File: config.mk
export PLATFORM = sky130hd
export DESIGN_NAME = x86_64_instruction_encoder_flat
export DESIGN_NICKNAME = d
export VERILOG_FILES = /design/src/rtl/x86e_pkg.sv /design/src/rtl/x86e_stream_if.sv /design/src/rtl/x86_64_instruction_encoder.sv /design/src/rtl/x86e_decode.sv /design/src/flat_wrapper.sv
export SDC_FILE = /design/constraint.sdc
export NUM_CORES = 1
export LEC_CHECK = 0
export ABC_CLOCK_PERIOD_IN_PS = 2940
export BUFFER_PORTS_ARGS = -buffer_cell sky130_fd_sc_hd__buf_2
export CELL_PAD_IN_SITES_DETAIL_PLACEMENT = 1
export CELL_PAD_IN_SITES_GLOBAL_PLACEMENT = 2
export CORE_AREA = 2 2 39 41
export DETAILED_ROUTE_END_ITERATION = 16
export DIE_AREA = 0 0 41 43
export PLACE_DENSITY_LB_ADDON = 0.1
export SYNTH_ARGS = -nofsm -noshare
export SYNTH_HDL_FRONTEND = slang
export SYNTH_SLANG_ARGS = --single-unit
File: constraint.sdc
create_clock -name clk_i -period 2.94 [get_ports clk_i]
set_input_delay 0.588 -clock clk_i [delete_from_list [all_inputs] [get_ports clk_i]]
set_output_delay 0.588 -clock clk_i [all_outputs]
set_load 0.03 [all_outputs]
File: src/rtl/x86e_pkg.sv
// shared types and constants of the x86-64 instruction encoder
package x86e_pkg;

  localparam int unsigned MaxBytes = 15;

  localparam logic [6:0] KindMovRr    = 7'd0;
  localparam logic [6:0] KindMovRi    = 7'd1;
  localparam logic [6:0] KindMovRm    = 7'd2;
  localparam logic [6:0] KindMovMr    = 7'd3;
  localparam logic [6:0] KindMovMi    = 7'd4;
  localparam logic [6:0] KindMovsx    = 7'd5;
  localparam logic [6:0] KindMovzx    = 7'd6;
  localparam logic [6:0] KindMovd     = 7'd7;
  localparam logic [6:0] KindLea      = 7'd8;
  localparam logic [6:0] KindAluRr    = 7'd9;
  localparam logic [6:0] KindAluRi    = 7'd16;
  localparam logic [6:0] KindUnary    = 7'd22;
  localparam logic [6:0] KindShift    = 7'd29;
  localparam logic [6:0] KindCvt      = 7'd35;
  localparam logic [6:0] KindSseMem   = 7'd41;
  localparam logic [6:0] KindSseRr    = 7'd45;
  localparam logic [6:0] KindPush     = 7'd61;
  localparam logic [6:0] KindPop      = 7'd62;
  localparam logic [6:0] KindCallR    = 7'd63;
  localparam logic [6:0] KindCallRel  = 7'd64;
  localparam logic [6:0] KindCallRip  = 7'd65;
  localparam logic [6:0] KindJmp      = 7'd66;
  localparam logic [6:0] KindJcc      = 7'd67;
  localparam logic [6:0] KindSetcc    = 7'd68;
  localparam logic [6:0] KindCwde     = 7'd69;
  localparam logic [6:0] KindCdq      = 7'd70;
  localparam logic [6:0] KindCqo      = 7'd71;
  localparam logic [6:0] KindRet      = 7'd72;
  localparam logic [6:0] KindRdtsc    = 7'd73;
  localparam logic [6:0] KindCpuid    = 7'd74;

  localparam logic [7:0] RexW = 8'h48;
  localparam logic [7:0] RexR = 8'h44;
  localparam logic [7:0] RexX = 8'h42;
  localparam logic [7:0] RexB = 8'h41;
  localparam logic [7:0] PfxOpsz = 8'h66;
  localparam logic [7:0] OpEsc = 8'h0F;

  typedef struct packed {
    logic [6:0]  kind;
    logic [1:0]  op_size;
    logic [1:0]  src_size;
    logic [3:0]  first_reg;
    logic [3:0]  second_reg;
    logic [3:0]  addr_base;
    logic        mem_has_index;
    logic [3:0]  addr_index;
    logic [1:0]  addr_scale;
    logic        mem_rip;
    logic [31:0] displacement;
    logic [63:0] immediate;
  } req_t;

  typedef struct packed {
    logic [7:0] code_byte;
    logic       last_byte;
  } rsp_t;

  // encoding skeleton produced by the decode stage
  typedef struct packed {
    logic       pfx_en;
    logic [7:0] pfx;
    logic       rex_en;
    logic [7:0] rex;
    logic [1:0] op_len;
    logic [7:0] op0;
    logic [7:0] op1;
    logic       modrm_en;
    logic [1:0] mode;
    logic [2:0] reg_f;
    logic [2:0] rm_f;
    logic       is_mem;
    logic [2:0] imm_len;
    logic [63:0] imm;
  } enc_t;

  function automatic logic fits8(input logic [63:0] v);
    logic [63:0] t;
    t = v + 64'd128;
    return t < 64'd256;
  endfunction

  function automatic logic [7:0] alu_rr_op(input logic [2:0] i);
    case (i)
      3'd0: return 8'h01;
      3'd1: return 8'h29;
      3'd2: return 8'h21;
      3'd3: return 8'h09;
      3'd4: return 8'h31;
      3'd5: return 8'h39;
      default: return 8'h85;
    endcase
  endfunction

  function automatic logic [2:0] alu_ri_ext(input logic [2:0] i);
    case (i)
      3'd0: return 3'd0;
      3'd1: return 3'd1;
      3'd2: return 3'd4;
      3'd3: return 3'd5;
      3'd4: return 3'd6;
      default: return 3'd7;
    endcase
  endfunction

  function automatic logic [7:0] alu_ri_acc(input logic [2:0] i);
    case (i)
      3'd0: return 8'h04;
      3'd1: return 8'h0C;
      3'd2: return 8'h24;
      3'd3: return 8'h2C;
      3'd4: return 8'h34;
      default: return 8'h3C;
    endcase
  endfunction

  function automatic logic [2:0] una_ext(input logic [2:0] i);
    case (i)
      3'd0: return 3'd4;
      3'd1: return 3'd6;
      3'd2: return 3'd7;
      3'd3: return 3'd3;
      3'd4: return 3'd2;
      3'd5: return 3'd0;
      default: return 3'd1;
    endcase
  endfunction

  function automatic logic [2:0] shf_ext(input logic [2:0] i);
    case (i)
      3'd0, 3'd1: return 3'd4;
      3'd2, 3'd3: return 3'd5;
      default: return 3'd7;
    endcase
  endfunction

  function automatic logic [7:0] cvt_pre(input logic [2:0] i);
    case (i)
      3'd0, 3'd2, 3'd5: return 8'hF3;
      default: return 8'hF2;
    endcase
  endfunction

  function automatic logic [7:0] cvt_op(input logic [2:0] i);
    case (i)
      3'd0, 3'd1: return 8'h2C;
      3'd2, 3'd3: return 8'h2A;
      default: return 8'h5A;
    endcase
  endfunction

  function automatic logic [7:0] sse_pre(input logic [3:0] i);
    case (i)
      4'd0, 4'd1, 4'd2, 4'd3, 4'd4: return 8'hF2;
      4'd5, 4'd6, 4'd7: return 8'h66;
      4'd8, 4'd9, 4'd10, 4'd11, 4'd12: return 8'hF3;
      default: return 8'h00;
    endcase
  endfunction

  function automatic logic [7:0] sse_op(input logic [2:0] i);
    case (i)
      3'd0: return 8'h10;
      3'd1: return 8'h58;
      3'd2: return 8'h5C;
      3'd3: return 8'h59;
      3'd4: return 8'h5E;
      3'd5: return 8'h57;
      3'd6: return 8'h2F;
      default: return 8'h2E;
    endcase
  endfunction

endpackage

File: src/rtl/x86e_stream_if.sv
// valid/ready channel interface carrying one payload beat
interface x86e_stream_if #(
  parameter type T = logic
);
  logic valid;
  logic ready;
  T     data;

  modport source (output valid, output data, input ready);
  modport sink (input valid, input data, output ready);
endinterface

File: src/rtl/x86_64_instruction_encoder.sv
// top level of the x86-64 instruction encoder
// Usage: req_if (sink) takes one instruction request per beat; code_if
// (source) returns its machine code one byte per beat, with last_byte set
// on the final byte. Unused kinds produce no bytes at all.
// Pipeline: stage 1 registers the request, stage 2 holds the decoded
// encoding skeleton, stage 3 the assembled byte array with its length,
// and a serializer shifts bytes out of a holding register.
// The serializer presents the first byte once the request has passed
// stages 1, 2 and 3. Throughput: one byte per cycle while code_if.ready
// is high; an instruction has n bytes (n = 1 to MAX_LENGTH, typically
// 3 to 5). A zero byte instruction leaves the serializer with no beat.
// Stage 3 refills the holding register in the cycle its last byte is taken.
// Reset: all valid bits clear, no beats are presented.
// Stall: when code_if.ready is low the current byte holds and the
// pipeline fills; req_if.ready falls once every stage is occupied.
module x86_64_instruction_encoder import x86e_pkg::*; #(
  parameter int unsigned MAX_LENGTH = 12
) (
  input  logic         clk_i,
  input  logic         rst_ni,
  x86e_stream_if.sink   req_if,
  x86e_stream_if.source code_if
);

  localparam int unsigned LenW = $clog2(MAX_LENGTH + 1);

  // stage 1
  logic s1_v_q;
  req_t s1_q;
  // stage 2
  logic s2_v_q;
  enc_t s2_q;
  logic [1:0] s2_mod_q;
  logic s2_sib_q;
  logic [7:0] s2_sib_byte_q;
  logic [2:0] s2_disp_len_q;
  logic [31:0] s2_disp_q;
  // stage 3
  logic s3_v_q;
  logic [MAX_LENGTH-1:0][7:0] s3_buf_q;
  logic [LenW-1:0] s3_len_q;
  // serializer
  logic so_v_q;
  logic [MAX_LENGTH-1:0][7:0] so_buf_q;
  logic [LenW-1:0] so_len_q;
  logic [LenW-1:0] so_idx_q;

  logic so_done;
  logic so_load;
  logic s3_adv, s2_adv, s1_adv;
  enc_t dec;
  logic [1:0] mod_d;
  logic sib_d;
  logic [7:0] sib_byte_d;
  logic [2:0] disp_len_d;
  logic [MAX_LENGTH-1:0][7:0] buf_d;
  logic [LenW-1:0] len_d;
  logic [7:0] seq [MaxBytes];
  logic [3:0] pos;
  rsp_t rsp;

  x86e_decode u_dec (
    .req_i (s1_q),
    .enc_o (dec)
  );

  assign so_done = so_v_q && ((so_len_q == '0) || (code_if.ready
                   && (so_idx_q == so_len_q - LenW'(1))));
  assign so_load = !so_v_q || so_done;
  assign s3_adv = !s3_v_q || so_load;
  assign s2_adv = !s2_v_q || s3_adv;
  assign s1_adv = !s1_v_q || s2_adv;
  assign req_if.ready = s1_adv;

  // memory operand addressing
  always_comb begin
    sib_d = 1'b0;
    sib_byte_d = 8'h00;
    mod_d = dec.mode;
    disp_len_d = 3'd0;
    if (dec.is_mem) begin
      if (s1_q.mem_rip) begin
        mod_d = 2'd0;
        disp_len_d = 3'd4;
      end else begin
        sib_d = s1_q.mem_has_index || (s1_q.addr_base[2:0] == 3'd4);
        sib_byte_d = s1_q.mem_has_index
                   ? {s1_q.addr_scale, s1_q.addr_index[2:0], s1_q.addr_base[2:0]}
                   : {2'd0, 3'd4, s1_q.addr_base[2:0]};
        if (s1_q.displacement == 32'd0 && s1_q.addr_base[2:0] != 3'd5) begin
          mod_d = 2'd0;
        end else if (fits8({{32{s1_q.displacement[31]}}, s1_q.displacement})) begin
          mod_d = 2'd1;
          disp_len_d = 3'd1;
        end else begin
          mod_d = 2'd2;
          disp_len_d = 3'd4;
        end
      end
    end
  end

  // byte assembly
  always_comb begin
    logic [7:0] rm_byte;
    for (int i = 0; i < MaxBytes; i++) seq[i] = 8'h00;
    rm_byte = {s2_mod_q, s2_q.reg_f, s2_q.rm_f};
    if (s2_q.is_mem) begin
      if (s2_sib_q) rm_byte[2:0] = 3'd4;
      else if (s2_disp_len_q == 3'd4 && s2_mod_q == 2'd0) rm_byte[2:0] = 3'd5;
      else rm_byte[2:0] = s2_q.rm_f;
    end
    pos = 4'd0;
    if (s2_q.pfx_en) begin
      seq[pos] = s2_q.pfx;
      pos = pos + 4'd1;
    end
    if (s2_q.rex_en) begin
      seq[pos] = s2_q.rex;
      pos = pos + 4'd1;
    end
    if (s2_q.op_len != 2'd0) begin
      seq[pos] = s2_q.op0;
      pos = pos + 4'd1;
    end
    if (s2_q.op_len == 2'd2) begin
      seq[pos] = s2_q.op1;
      pos = pos + 4'd1;
    end
    if (s2_q.modrm_en) begin
      seq[pos] = rm_byte;
      pos = pos + 4'd1;
    end
    if (s2_sib_q) begin
      seq[pos] = s2_sib_byte_q;
      pos = pos + 4'd1;
    end
    for (int i = 0; i < 4; i++) begin
      if (3'(i) < s2_disp_len_q) seq[pos + 4'(i)] = s2_disp_q[8*i +: 8];
    end
    pos = pos + {1'b0, s2_disp_len_q};
    for (int i = 0; i < 4; i++) begin
      if (3'(i) < s2_q.imm_len) seq[pos + 4'(i)] = s2_q.imm[8*i +: 8];
    end
    pos = pos + {1'b0, s2_q.imm_len};
    for (int i = 0; i < MAX_LENGTH; i++) buf_d[i] = seq[i];
    len_d = (32'(pos) > MAX_LENGTH) ? LenW'(MAX_LENGTH) : LenW'(pos);
  end

  always_ff @(posedge clk_i or negedge rst_ni) begin
    if (!rst_ni) begin
      s1_v_q <= 1'b0;
      s2_v_q <= 1'b0;
      s3_v_q <= 1'b0;
      so_v_q <= 1'b0;
      so_idx_q <= '0;
    end else begin
      if (s1_adv) s1_v_q <= req_if.valid;
      if (s2_adv) s2_v_q <= s1_v_q;
      if (s3_adv) s3_v_q <= s2_v_q;
      if (so_load) begin
        so_v_q <= s3_v_q;
        so_idx_q <= '0;
      end else if (code_if.ready) begin
        so_idx_q <= so_idx_q + LenW'(1);
      end
    end
  end

  always_ff @(posedge clk_i) begin
    if (s1_adv) s1_q <= req_if.data;
    if (s2_adv) begin
      s2_q <= dec;
      s2_mod_q <= mod_d;
      s2_sib_q <= sib_d;
      s2_sib_byte_q <= sib_byte_d;
      s2_disp_len_q <= disp_len_d;
      s2_disp_q <= s1_q.displacement;
    end
    if (s3_adv) begin
      s3_buf_q <= buf_d;
      s3_len_q <= len_d;
    end
    if (so_load) begin
      so_buf_q <= s3_buf_q;
      so_len_q <= s3_len_q;
    end
  end

  assign rsp.code_byte = so_buf_q[so_idx_q];
  assign rsp.last_byte = (so_idx_q == so_len_q - LenW'(1));
  assign code_if.valid = so_v_q && (so_len_q != '0);
  assign code_if.data = rsp;

  a_idx_in_range: assert property (@(posedge clk_i) disable iff (!rst_ni)
    code_if.valid |-> (so_idx_q < so_len_q))
    else $error("byte index past instruction length");

  a_hold_on_stall: assert property (@(posedge clk_i) disable iff (!rst_ni)
    (code_if.valid && !code_if.ready) |=> $stable(so_idx_q))
    else $error("serializer advanced under stall");

  a_len_bound: assert property (@(posedge clk_i) disable iff (!rst_ni)
    s3_v_q |-> (s3_len_q <= LenW'(MAX_LENGTH)))
    else $error("instruction length above limit");

endmodule

File: src/rtl/x86e_decode.sv
// form decode: request to prefix, rex, opcode, modrm control and immediate
module x86e_decode import x86e_pkg::*; (
  input  req_t req_i,
  output enc_t enc_o
);

  logic [6:0] k;
  logic [1:0] sz;
  logic       w;
  logic       wide;
  logic [3:0] r1;
  logic [3:0] r2;
  logic [7:0] rex_m;
  logic [2:0] sub;
  logic [3:0] sub4;
  logic [2:0] imm_sz;
  logic       f8;

  assign k    = req_i.kind;
  assign sz   = req_i.op_size;
  assign w    = (sz == 2'd3);
  assign wide = (sz != 2'd0);
  assign r1   = req_i.first_reg;
  assign r2   = req_i.second_reg;
  assign f8   = fits8(req_i.immediate);
  assign imm_sz = (sz == 2'd0) ? 3'd1 : (sz == 2'd1) ? 3'd2 : 3'd4;

  always_comb begin
    rex_m = 8'h00;
    if (!req_i.mem_rip) begin
      if (req_i.addr_base[3]) rex_m = rex_m | RexB;
      if (req_i.mem_has_index && req_i.addr_index[3]) rex_m = rex_m | RexX;
    end
  end

  always_comb begin
    enc_o = '0;
    enc_o.imm = req_i.immediate;
    sub  = 3'd0;
    sub4 = 4'd0;
    if (k <= KindMovMi || k == KindLea) begin
      enc_o.pfx_en = (sz == 2'd1) && (k != KindLea);
      enc_o.pfx = PfxOpsz;
      enc_o.op_len = 2'd1;
      if (k == KindMovRr) begin
        enc_o.rex = (w ? RexW : 8'h00) | (r2[3] ? RexR : 8'h00) | (r1[3] ? RexB : 8'h00);
        enc_o.op0 = wide ? 8'h89 : 8'h88;
        enc_o.modrm_en = 1'b1;
        enc_o.mode = 2'd3;
        enc_o.reg_f = r2[2:0];
        enc_o.rm_f = r1[2:0];
      end else if (k == KindMovRi) begin
        enc_o.rex = (w ? RexW : 8'h00) | (r1[3] ? RexB : 8'h00);
        if (sz == 2'd0) begin
          enc_o.op0 = 8'hB0 | {5'd0, r1[2:0]};
          enc_o.imm_len = 3'd1;
        end else if (sz == 2'd2) begin
          enc_o.op0 = 8'hB8 | {5'd0, r1[2:0]};
          enc_o.imm_len = 3'd4;
        end else begin
          enc_o.op0 = 8'hC7;
          enc_o.modrm_en = 1'b1;
          enc_o.mode = 2'd3;
          enc_o.rm_f = r1[2:0];
          enc_o.imm_len = imm_sz;
        end
      end else if (k == KindMovMi) begin
        enc_o.rex = (w ? RexW : 8'h00) | rex_m;
        enc_o.op0 = wide ? 8'hC7 : 8'hC6;
        enc_o.modrm_en = 1'b1;
        enc_o.is_mem = 1'b1;
        enc_o.imm_len = imm_sz;
      end else begin
        enc_o.rex = (w ? RexW : 8'h00) | (r1[3] ? RexR : 8'h00) | rex_m;
        enc_o.op0 = (k == KindLea) ? 8'h8D : (k == KindMovRm) ? (wide ? 8'h8B : 8'h8A)
                  : (wide ? 8'h89 : 8'h88);
        enc_o.modrm_en = 1'b1;
        enc_o.is_mem = 1'b1;
        enc_o.reg_f = r1[2:0];
      end
    end else if (k == KindMovsx || k == KindMovzx || k == KindMovd
                 || (k >= KindCvt && k < KindSseMem) || (k >= KindSseRr && k < KindPush)) begin
      enc_o.rex = ((w && k < KindSseRr) ? RexW : 8'h00) | (r1[3] ? RexR : 8'h00)
                | (r2[3] ? RexB : 8'h00);
      enc_o.modrm_en = 1'b1;
      enc_o.mode = 2'd3;
      enc_o.reg_f = r1[2:0];
      enc_o.rm_f = r2[2:0];
      enc_o.op_len = 2'd2;
      enc_o.op0 = OpEsc;
      enc_o.pfx = PfxOpsz;
      if (k == KindMovsx) begin
        enc_o.pfx_en = (sz == 2'd1) && (req_i.src_size == 2'd0);
        if (req_i.src_size[1]) begin
          enc_o.op_len = 2'd1;
          enc_o.op0 = 8'h63;
        end else begin
          enc_o.op1 = req_i.src_size[0] ? 8'hBF : 8'hBE;
        end
      end else if (k == KindMovzx) begin
        enc_o.pfx_en = (sz == 2'd1);
        enc_o.op1 = (req_i.src_size == 2'd0) ? 8'hB6 : 8'hB7;
      end else if (k == KindMovd) begin
        enc_o.pfx_en = 1'b1;
        enc_o.op1 = 8'h6E;
      end else if (k < KindSseMem) begin
        sub = 3'(k - KindCvt);
        enc_o.pfx_en = 1'b1;
        enc_o.pfx = cvt_pre(sub);
        enc_o.op1 = cvt_op(sub);
      end else begin
        sub4 = 4'(k - KindSseRr);
        enc_o.pfx = sse_pre(sub4);
        enc_o.pfx_en = (enc_o.pfx != 8'h00);
        enc_o.op1 = sse_op(sub4[2:0]);
      end
    end else if (k < KindAluRi) begin
      sub = 3'(k - KindAluRr);
      enc_o.pfx_en = (sz == 2'd1);
      enc_o.pfx = PfxOpsz;
      enc_o.rex = (w ? RexW : 8'h00) | (r2[3] ? RexR : 8'h00) | (r1[3] ? RexB : 8'h00);
      enc_o.op_len = 2'd1;
      enc_o.op0 = wide ? alu_rr_op(sub) : alu_rr_op(sub) - 8'd1;
      enc_o.modrm_en = 1'b1;
      enc_o.mode = 2'd3;
      enc_o.reg_f = r2[2:0];
      enc_o.rm_f = r1[2:0];
    end else if (k < KindSseMem) begin
      enc_o.pfx_en = (sz == 2'd1);
      enc_o.pfx = PfxOpsz;
      enc_o.rex = (w ? RexW : 8'h00) | (r1[3] ? RexB : 8'h00);
      enc_o.op_len = 2'd1;
      enc_o.mode = 2'd3;
      enc_o.rm_f = r1[2:0];
      enc_o.modrm_en = 1'b1;
      if (k < KindUnary) begin
        sub = 3'(k - KindAluRi);
        if (r1 == 4'd0 && (!wide || !f8)) begin
          enc_o.modrm_en = 1'b0;
          enc_o.op0 = alu_ri_acc(sub) + (wide ? 8'd1 : 8'd0);
          enc_o.imm_len = imm_sz;
        end else if (wide && f8) begin
          enc_o.op0 = 8'h83;
          enc_o.reg_f = alu_ri_ext(sub);
          enc_o.imm_len = 3'd1;
        end else begin
          enc_o.op0 = wide ? 8'h81 : 8'h80;
          enc_o.reg_f = alu_ri_ext(sub);
          enc_o.imm_len = imm_sz;
        end
      end else if (k < KindShift) begin
        sub = 3'(k - KindUnary);
        enc_o.op0 = (sub >= 3'd5) ? (wide ? 8'hFF : 8'hFE) : (wide ? 8'hF7 : 8'hF6);
        enc_o.reg_f = una_ext(sub);
      end else begin
        sub = 3'(k - KindShift);
        enc_o.reg_f = shf_ext(sub);
        if (sub[0]) enc_o.op0 = wide ? 8'hD3 : 8'hD2;
        else if (req_i.immediate == 64'd1) enc_o.op0 = wide ? 8'hD1 : 8'hD0;
        else begin
          enc_o.op0 = wide ? 8'hC1 : 8'hC0;
          enc_o.imm_len = 3'd1;
        end
      end
    end else if (k < KindSseRr) begin
      sub = 3'(k - KindSseMem);
      enc_o.pfx_en = 1'b1;
      enc_o.pfx = sub[1] ? 8'hF2 : 8'hF3;
      enc_o.rex = (r1[3] ? RexR : 8'h00) | rex_m;
      enc_o.op_len = 2'd2;
      enc_o.op0 = OpEsc;
      enc_o.op1 = sub[0] ? 8'h10 : 8'h11;
      enc_o.modrm_en = 1'b1;
      enc_o.is_mem = 1'b1;
      enc_o.reg_f = r1[2:0];
    end else begin
      enc_o.imm = {32'd0, req_i.displacement};
      unique case (k)
        KindPush, KindPop: begin
          enc_o.rex = r1[3] ? 8'h49 : 8'h00;
          enc_o.op_len = 2'd1;
          enc_o.op0 = ((k == KindPush) ? 8'h50 : 8'h58) + {5'd0, r1[2:0]};
        end
        KindCallR: begin
          enc_o.rex = r1[3] ? RexB : 8'h00;
          enc_o.op_len = 2'd1;
          enc_o.op0 = 8'hFF;
          enc_o.modrm_en = 1'b1;
          enc_o.mode = 2'd3;
          enc_o.reg_f = 3'd2;
          enc_o.rm_f = r1[2:0];
        end
        KindCallRel, KindJmp: begin
          enc_o.op_len = 2'd1;
          enc_o.op0 = (k == KindJmp) ? 8'hE9 : 8'hE8;
          enc_o.imm_len = 3'd4;
        end
        KindCallRip: begin
          enc_o.op_len = 2'd1;
          enc_o.op0 = 8'hFF;
          enc_o.modrm_en = 1'b1;
          enc_o.reg_f = 3'd2;
          enc_o.rm_f = 3'd5;
          enc_o.imm_len = 3'd4;
        end
        KindJcc: begin
          enc_o.op_len = 2'd2;
          enc_o.op0 = OpEsc;
          enc_o.op1 = 8'h80 + {4'd0, r2};
          enc_o.imm_len = 3'd4;
        end
        KindSetcc: begin
          enc_o.rex = r1[3] ? RexB : 8'h00;
          enc_o.op_len = 2'd2;
          enc_o.op0 = OpEsc;
          enc_o.op1 = 8'h90 | {4'd0, r2};
          enc_o.modrm_en = 1'b1;
          enc_o.mode = 2'd3;
          enc_o.rm_f = r1[2:0];
        end
        KindCwde: begin
          enc_o.op_len = 2'd1;
          enc_o.op0 = 8'h98;
        end
        KindCdq: begin
          enc_o.op_len = 2'd1;
          enc_o.op0 = 8'h99;
        end
        KindCqo: begin
          enc_o.rex = RexW;
          enc_o.op_len = 2'd1;
          enc_o.op0 = 8'h99;
        end
        KindRet: begin
          enc_o.op_len = 2'd1;
          enc_o.op0 = 8'hC3;
        end
        KindRdtsc, KindCpuid: begin
          enc_o.op_len = 2'd2;
          enc_o.op0 = OpEsc;
          enc_o.op1 = (k == KindCpuid) ? 8'hA2 : 8'h31;
        end
        default: enc_o.op_len = 2'd0;
      endcase
    end
    // memory forms place the base register in the rm field
    if (enc_o.is_mem) enc_o.rm_f = req_i.addr_base[2:0];
    enc_o.rex_en = (enc_o.rex != 8'h00);
  end

endmodule
File: src/flat_wrapper.sv
// flat-port wrapper written by rule: the top's interface ports become plain ports
module x86_64_instruction_encoder_flat import x86e_pkg::*;
#(
  parameter int unsigned MAX_LENGTH = 12
)
  (clk_i, rst_ni, req_if_valid, req_if_data, req_if_ready, code_if_valid, code_if_data, code_if_ready);
  x86e_stream_if req_if_i ();
  x86e_stream_if code_if_i ();
  input  logic clk_i;
  input  logic rst_ni;
  input wire logic [$bits(req_if_i.valid)-1:0] req_if_valid;
  input wire logic [$bits(req_if_i.data)-1:0] req_if_data;
  output wire logic [$bits(req_if_i.ready)-1:0] req_if_ready;
  output wire logic [$bits(code_if_i.valid)-1:0] code_if_valid;
  output wire logic [$bits(code_if_i.data)-1:0] code_if_data;
  input wire logic [$bits(code_if_i.ready)-1:0] code_if_ready;
  assign req_if_i.valid = req_if_valid;
  assign req_if_i.data = req_if_data;
  assign req_if_ready = req_if_i.ready;
  assign code_if_valid = code_if_i.valid;
  assign code_if_data = code_if_i.data;
  assign code_if_i.ready = code_if_ready;
  x86_64_instruction_encoder #(.MAX_LENGTH(MAX_LENGTH)) u_core (.clk_i(clk_i), .rst_ni(rst_ni), .req_if(req_if_i), .code_if(code_if_i));
endmodule
-- After elaboration in Yosys (flattened, before gate mapping)
Cells that the tools add are included.
W data, S select, Z words.
- flip-flop bits (word level): 8
- word-level logic and storage cells: 20
- $add $sub $neg: 1
- equality and inequality tests: 1
- mux-type cells: 2
- reductions and logical operators: 11
- operators by type and width (cell ; count):
    $mux W4 ; 2
    $add A4 B1 Y4 const B ; 1
    $eq A4 B1 Y1 const B ; 1
    $logic_not A1 Y1 ; 4
    $logic_or A1 B1 Y1 ; 4
    $logic_and A1 B1 Y1 ; 2
    $reduce_bool A2 Y1 ; 1

-- Longest topological paths before layout
- word-level depth: 7
- depth in mapped cells: 5
- gate-level depth less buffers: 5

-- Hierarchy
From an unflattened synthesis, not the netlist that was laid out.
- cells, all modules: 997
- area, all modules: 6495.0 um^2
- by module, submodules not included (module ; times used ; cells each ; area an instance (um^2) ; seq. area each (um^2)):
    x86e_decode ; 1 ; 902 ; 5228.8 ; 0.0
    x86_64_instruction_encoder ; 1 ; 95 ; 1266.2 ; 710.7

-- Worst setup path before layout
No wires, ideal clock.
- path kind: register -> output
- start point: register u_core.so_idx_q[1]
- end point: output req_if_ready
- arrival time: 1.432 ns
- data required time: 2.352 ns
- setup slack: 0.920 ns
- stages on the path, launching flop included: 6
- buffers on the path: 0
- cell sequence: dfrtp_1 -> inv_1 -> ha_1 -> nor3b_4 -> a21oi_2 -> nand3_1
- word-level cells in the longest chain between the ends: 7
- RTL lines (what ; RTL line ; text):
    start, declared ; x86_64_instruction_encoder.sv:46 ; logic [LenW-1:0] so_idx_q;
    start signal, assigned ; x86_64_instruction_encoder.sv:165 ; so_idx_q <= so_idx_q + LenW'(1);
    $eq A4 B1 Y1 ; - ;
    net code_if_data ; flat_wrapper.sv:15 ; output wire logic [$bits(code_if_i.data)-1:0] code_if_data;
    $logic_and A1 B1 Y1 ; x86_64_instruction_encoder.sv:68 ; && (so_idx_q == so_len_q - LenW'(1))));
    $logic_and A1 B1 Y1 ; x86_64_instruction_encoder.sv:67 ; assign so_done = so_v_q && ((so_len_q == '0) || (code_if.ready
    $logic_or A1 B1 Y1 ; x86_64_instruction_encoder.sv:69 ; assign so_load = !so_v_q || so_done;
    $logic_or A1 B1 Y1 ; x86_64_instruction_encoder.sv:70 ; assign s3_adv = !s3_v_q || so_load;
    $logic_or A1 B1 Y1 ; x86_64_instruction_encoder.sv:71 ; assign s2_adv = !s2_v_q || s3_adv;
    $logic_or A1 B1 Y1 ; x86_64_instruction_encoder.sv:72 ; assign s1_adv = !s1_v_q || s2_adv;
    end, declared ; flat_wrapper.sv:13 ; output wire logic [$bits(req_if_i.ready)-1:0] req_if_ready;
The timed path passes the listed nets, and every way through them passes these cells.

-- Final worst setup path
- start point: register u_core.so_idx_q[1]
- end point: output req_if_ready
- word-level cells in the longest chain between the ends: 7
- RTL lines (what ; RTL line):
    $eq A4 B1 Y1 ; x86_64_instruction_encoder.sv:68
    $logic_and A1 B1 Y1 ; x86_64_instruction_encoder.sv:68
    $logic_and A1 B1 Y1 ; x86_64_instruction_encoder.sv:67
    $logic_or A1 B1 Y1 ; x86_64_instruction_encoder.sv:69
    $logic_or A1 B1 Y1 ; x86_64_instruction_encoder.sv:70
    $logic_or A1 B1 Y1 ; x86_64_instruction_encoder.sv:71
    $logic_or A1 B1 Y1 ; x86_64_instruction_encoder.sv:72
Every way passes these cells.

==> run_results.csv <==
group,metric,value,unit
status,outcome,"finished, final reports clean",
worst_setup_path,crit_path_max_incr_delay,0.40,ns
synth,synthSimpleGateAreaFrac,0.244,
run,cap_violations,0,
synth,netlist_area,390,µm²
global_routing,grt_use_total,0.120,
power,powerDensity,885,nW/µm²
routing,drtIter0Drc,1,
worst_setup_path,cp.required,2.35,ns
cts,cts-hold-fix-buffers,0,
sta,setup_violations,0,
worst_setup_path,r2r-start,"u_core.so_idx_q[1]",
sta,fin_crit,2.19,ns
cts,post_cts_buffers,0,
floorplanning,rows,14,
synth,syn_avg_cell_area,11.2,µm²
floorplanning,start_util,0.282,
cts,cts.path.max_buffers,2,
routing,wl_per_cell,13.7,µm
place,place.port_buffers,6,
min_path,worstHoldPathType,"primary input to asynchronous set/reset pin",
sta,rsz0062_at_grt,"false",
routing,viasPerCell,4.93,
global_routing,met3_usage,0.0471,
finish,nFillCells,175,
place,place_ws,0.992,ns
synth,yosysUniqueCellTypes,20,
sta,tns,0,ns
synth,synth_cells,35,
routing,vias,291,
place,globalplace.congestion,0.660,
worst_setup_path,crit_type,"flip-flop to output port",
sta,timing.hold.ws,0.176,ns
power,p_leak,0.199,nW
cts,cts.repair.resized,0,
cts,clkTransAtPathRegs,0.05,ns
sta,report.final.hold_viol_count,0,
worst_setup_path,r2r_slack,1.53,ns
sta,setup_ws,0.749,ns
sta,fin_crit_sh,0.745,
global_routing,grt_busiest_layer,"met2",
sta,fmax,0.456,GHz
sta,slew_headroom,0.803,
finish,area_delta_synth_final,17.3,%
cts,clockRootBuffer,"clkbuf_4",
worst_setup_path,worstPathCellList,"inv_1, ha_1, nor3b_4, a21oi_2, nand3_1, buf_2",
sta,skew,0.00327,ns
cts,cts_tree,"yes",
global_routing,grt_pass1_wl,1.32,mm
global_routing,met2_usage,0.178,
finish,utilization,0.331,
global_routing,grt-ovfl-total,0,
synth,synth-compound-area-share,0.135,
floorplanning,coreArea,1380,µm²
cts,h-tree-depth,1,
finish,antennaDiodeCount,0,
synth,seq_area_frac_synth,0.513,
global_routing,antenna_found_initial,0,
floorplanning,die-area,1760,µm²
place,dp_hpwl,624,µm
worst_setup_path,path_max_fanout,5,
power,vdd_ir_drop_max,0.000245,V
worst_setup_path,r2r_end,"u_core.s3_v_q",
global_routing,use_met1,0.135,
cts,cts.sinks,8,
sta,finalMaxSlewViolations,0,
floorplanning,io_pins,8,
sta,worstMarginPinSlew,0.295,ns
routing,postRouteAntennaNets,0,
synth,synth.area.mux_share,0,
global_routing,grt_pass1_vias,321,
worst_setup_path,critical_path.top_delay_family,"flip-flops",
routing,routed_wl,810,µm
synth,synth_area_leaders,"dfrtp_1 (51%), ha_1 (6.4%), nand3b_1 (5.8%)",
worst_setup_path,crit_path_end_kind,"output port",
synth,yosys.area_share.adder,0.0641,
finish,fin_area,458,µm²
place,dpl_cell_area,435,µm²
routing,drc,0,
synth,yosys.area_share.xor_xnor,0.0224,
synth,synth_top_area_frac,0.513,
synth,ys_warn_count,0,
worst_setup_path,crit_slowest_cell,"dfrtp_1",
synth,synth_fp_nets,42,
worst_setup_path,critPathBufInv,2,
cts,clk_latency,0.25,ns
cts,cts_made_buffers,3,
floorplanning,die_y,43,µm
synth,synth_top_family_by_area,"simple AND/OR/NAND/NOR gates",
worst_setup_path,r2r_cells,5,
worst_setup_path,cp_data_arrival_time,1.60,ns
worst_setup_path,cp-start-kind,"flip-flop",
routing,drt-pass1-iter-count,2,
finish,layout-drive-gt1-share,0.279,
synth,postSynthRegisterBits,8,
floorplanning,die_w,41,µm
global_routing,grt_max_degree,11,
finish,nNetsFinal,52,
synth,synth_largest_area_cell,"dfrtp_1",
-- per-stage QoR --
step                cells  total power, mW
floorplan              35            0.285
global placement       56            0.318
detailed placement     56            0.331
CTS                    59            0.416
global route           59            0.440
finish                 59            0.405
-- sequential cells by signal, indices dropped and copies added, names as in the netlist --
name             flops
u_core.s1_v_q        1
u_core.s2_v_q        1
u_core.s3_v_q        1
u_core.so_idx_q      4
u_core.so_v_q        1
-- layout make-up --
cell class,instances,area (µm²),area share
Sequential cell,8,200,0.437
Multi-Input combinational cell,25,181,0.396
Timing Repair Buffer,6,30.0,0.0656
Clock buffer,3,22.5,0.0492
Tap cell,16,20.0,0.0437
Inverter,1,3.75,0.00820
-- layout by cell type, fill, tap and decap left out, types with 2 or more instances in the layout --
cell      n
nand2_1   5
dfrtp_1   8
nand3b_1  3
ha_1      2
clkbuf_4  3
nand3_1   2
buf_2     6
-- worst reg2reg max path: stages (launching register included) --
cell	delay [ns]
dfrtp_1	0.40
inv_1	0.07
ha_1	0.16
nor3b_4	0.31
a21oi_2	0.13
or2_1	0.22
-- power by group --
group	switching [mW]	leakage [nW]	internal (mW)
combinational	0.0776	0.100	0.0691
clock	0.0344	0.0138	0.0465
sequential	0.0373	0.0850	0.140
total	0.149	0.199	0.256
-- how the worst max path moves through the flow --
| stage | start | to | slack [ns] | cells past startpoint |
|---|---|---|---|---|
| final | u_core.so_idx_q[1] | req_if_ready | 0.75 | 6 |
| after global routing | u_core.so_idx_q[1] | req_if_ready | 0.62 | 6 |
| after CTS | u_core.so_idx_q[1] | req_if_ready | 0.71 | 6 |
| after detailed placement | u_core.so_idx_q[1] | req_if_ready | 0.99 | 6 |
| after global placement | u_core.so_idx_q[1] | req_if_ready | 1.02 | 6 |
| after floorplan | u_core.so_idx_q[1] | req_if_ready | 0.92 | 5 |
-- cell usage after synthesis, drive strengths merged --
| cell type | n |
|---|---|
| o21ai | 1 |
| nand3 | 2 |
| o22ai | 1 |
| nand2b | 1 |
| a21o | 2 |
| or2 | 1 |
| a21oi | 1 |
| nand3b | 3 |
| nand2 | 5 |
| ha | 2 |
| buf | 1 |
| and2 | 1 |
| o31ai | 1 |
| inv | 1 |
| dfrtp | 8 |
| xnor2 | 1 |
| a31o | 1 |
| nor3b | 1 |
| nand4 | 1 |
-- cell families (layout without fill, tap and decap cells) --
logic type	after synthesis	after routing
AND/OR/NAND/NOR	15	15
adder cells (fa/ha/maj)	2	2
buffers and inverters	2	10
AO/OA/AOI/OAI	7	7
XOR/XNOR	1	1
flip-flops	8	8
-- routing by layer --
layer / share of wire / wire length [µm]
met4: 0.0049 / 4
met3: 0.043 / 35
met1: 0.43 / 347
met2: 0.52 / 423
met5: 0 / 0
Note: power is estimated with default switching activity, not from simulation.
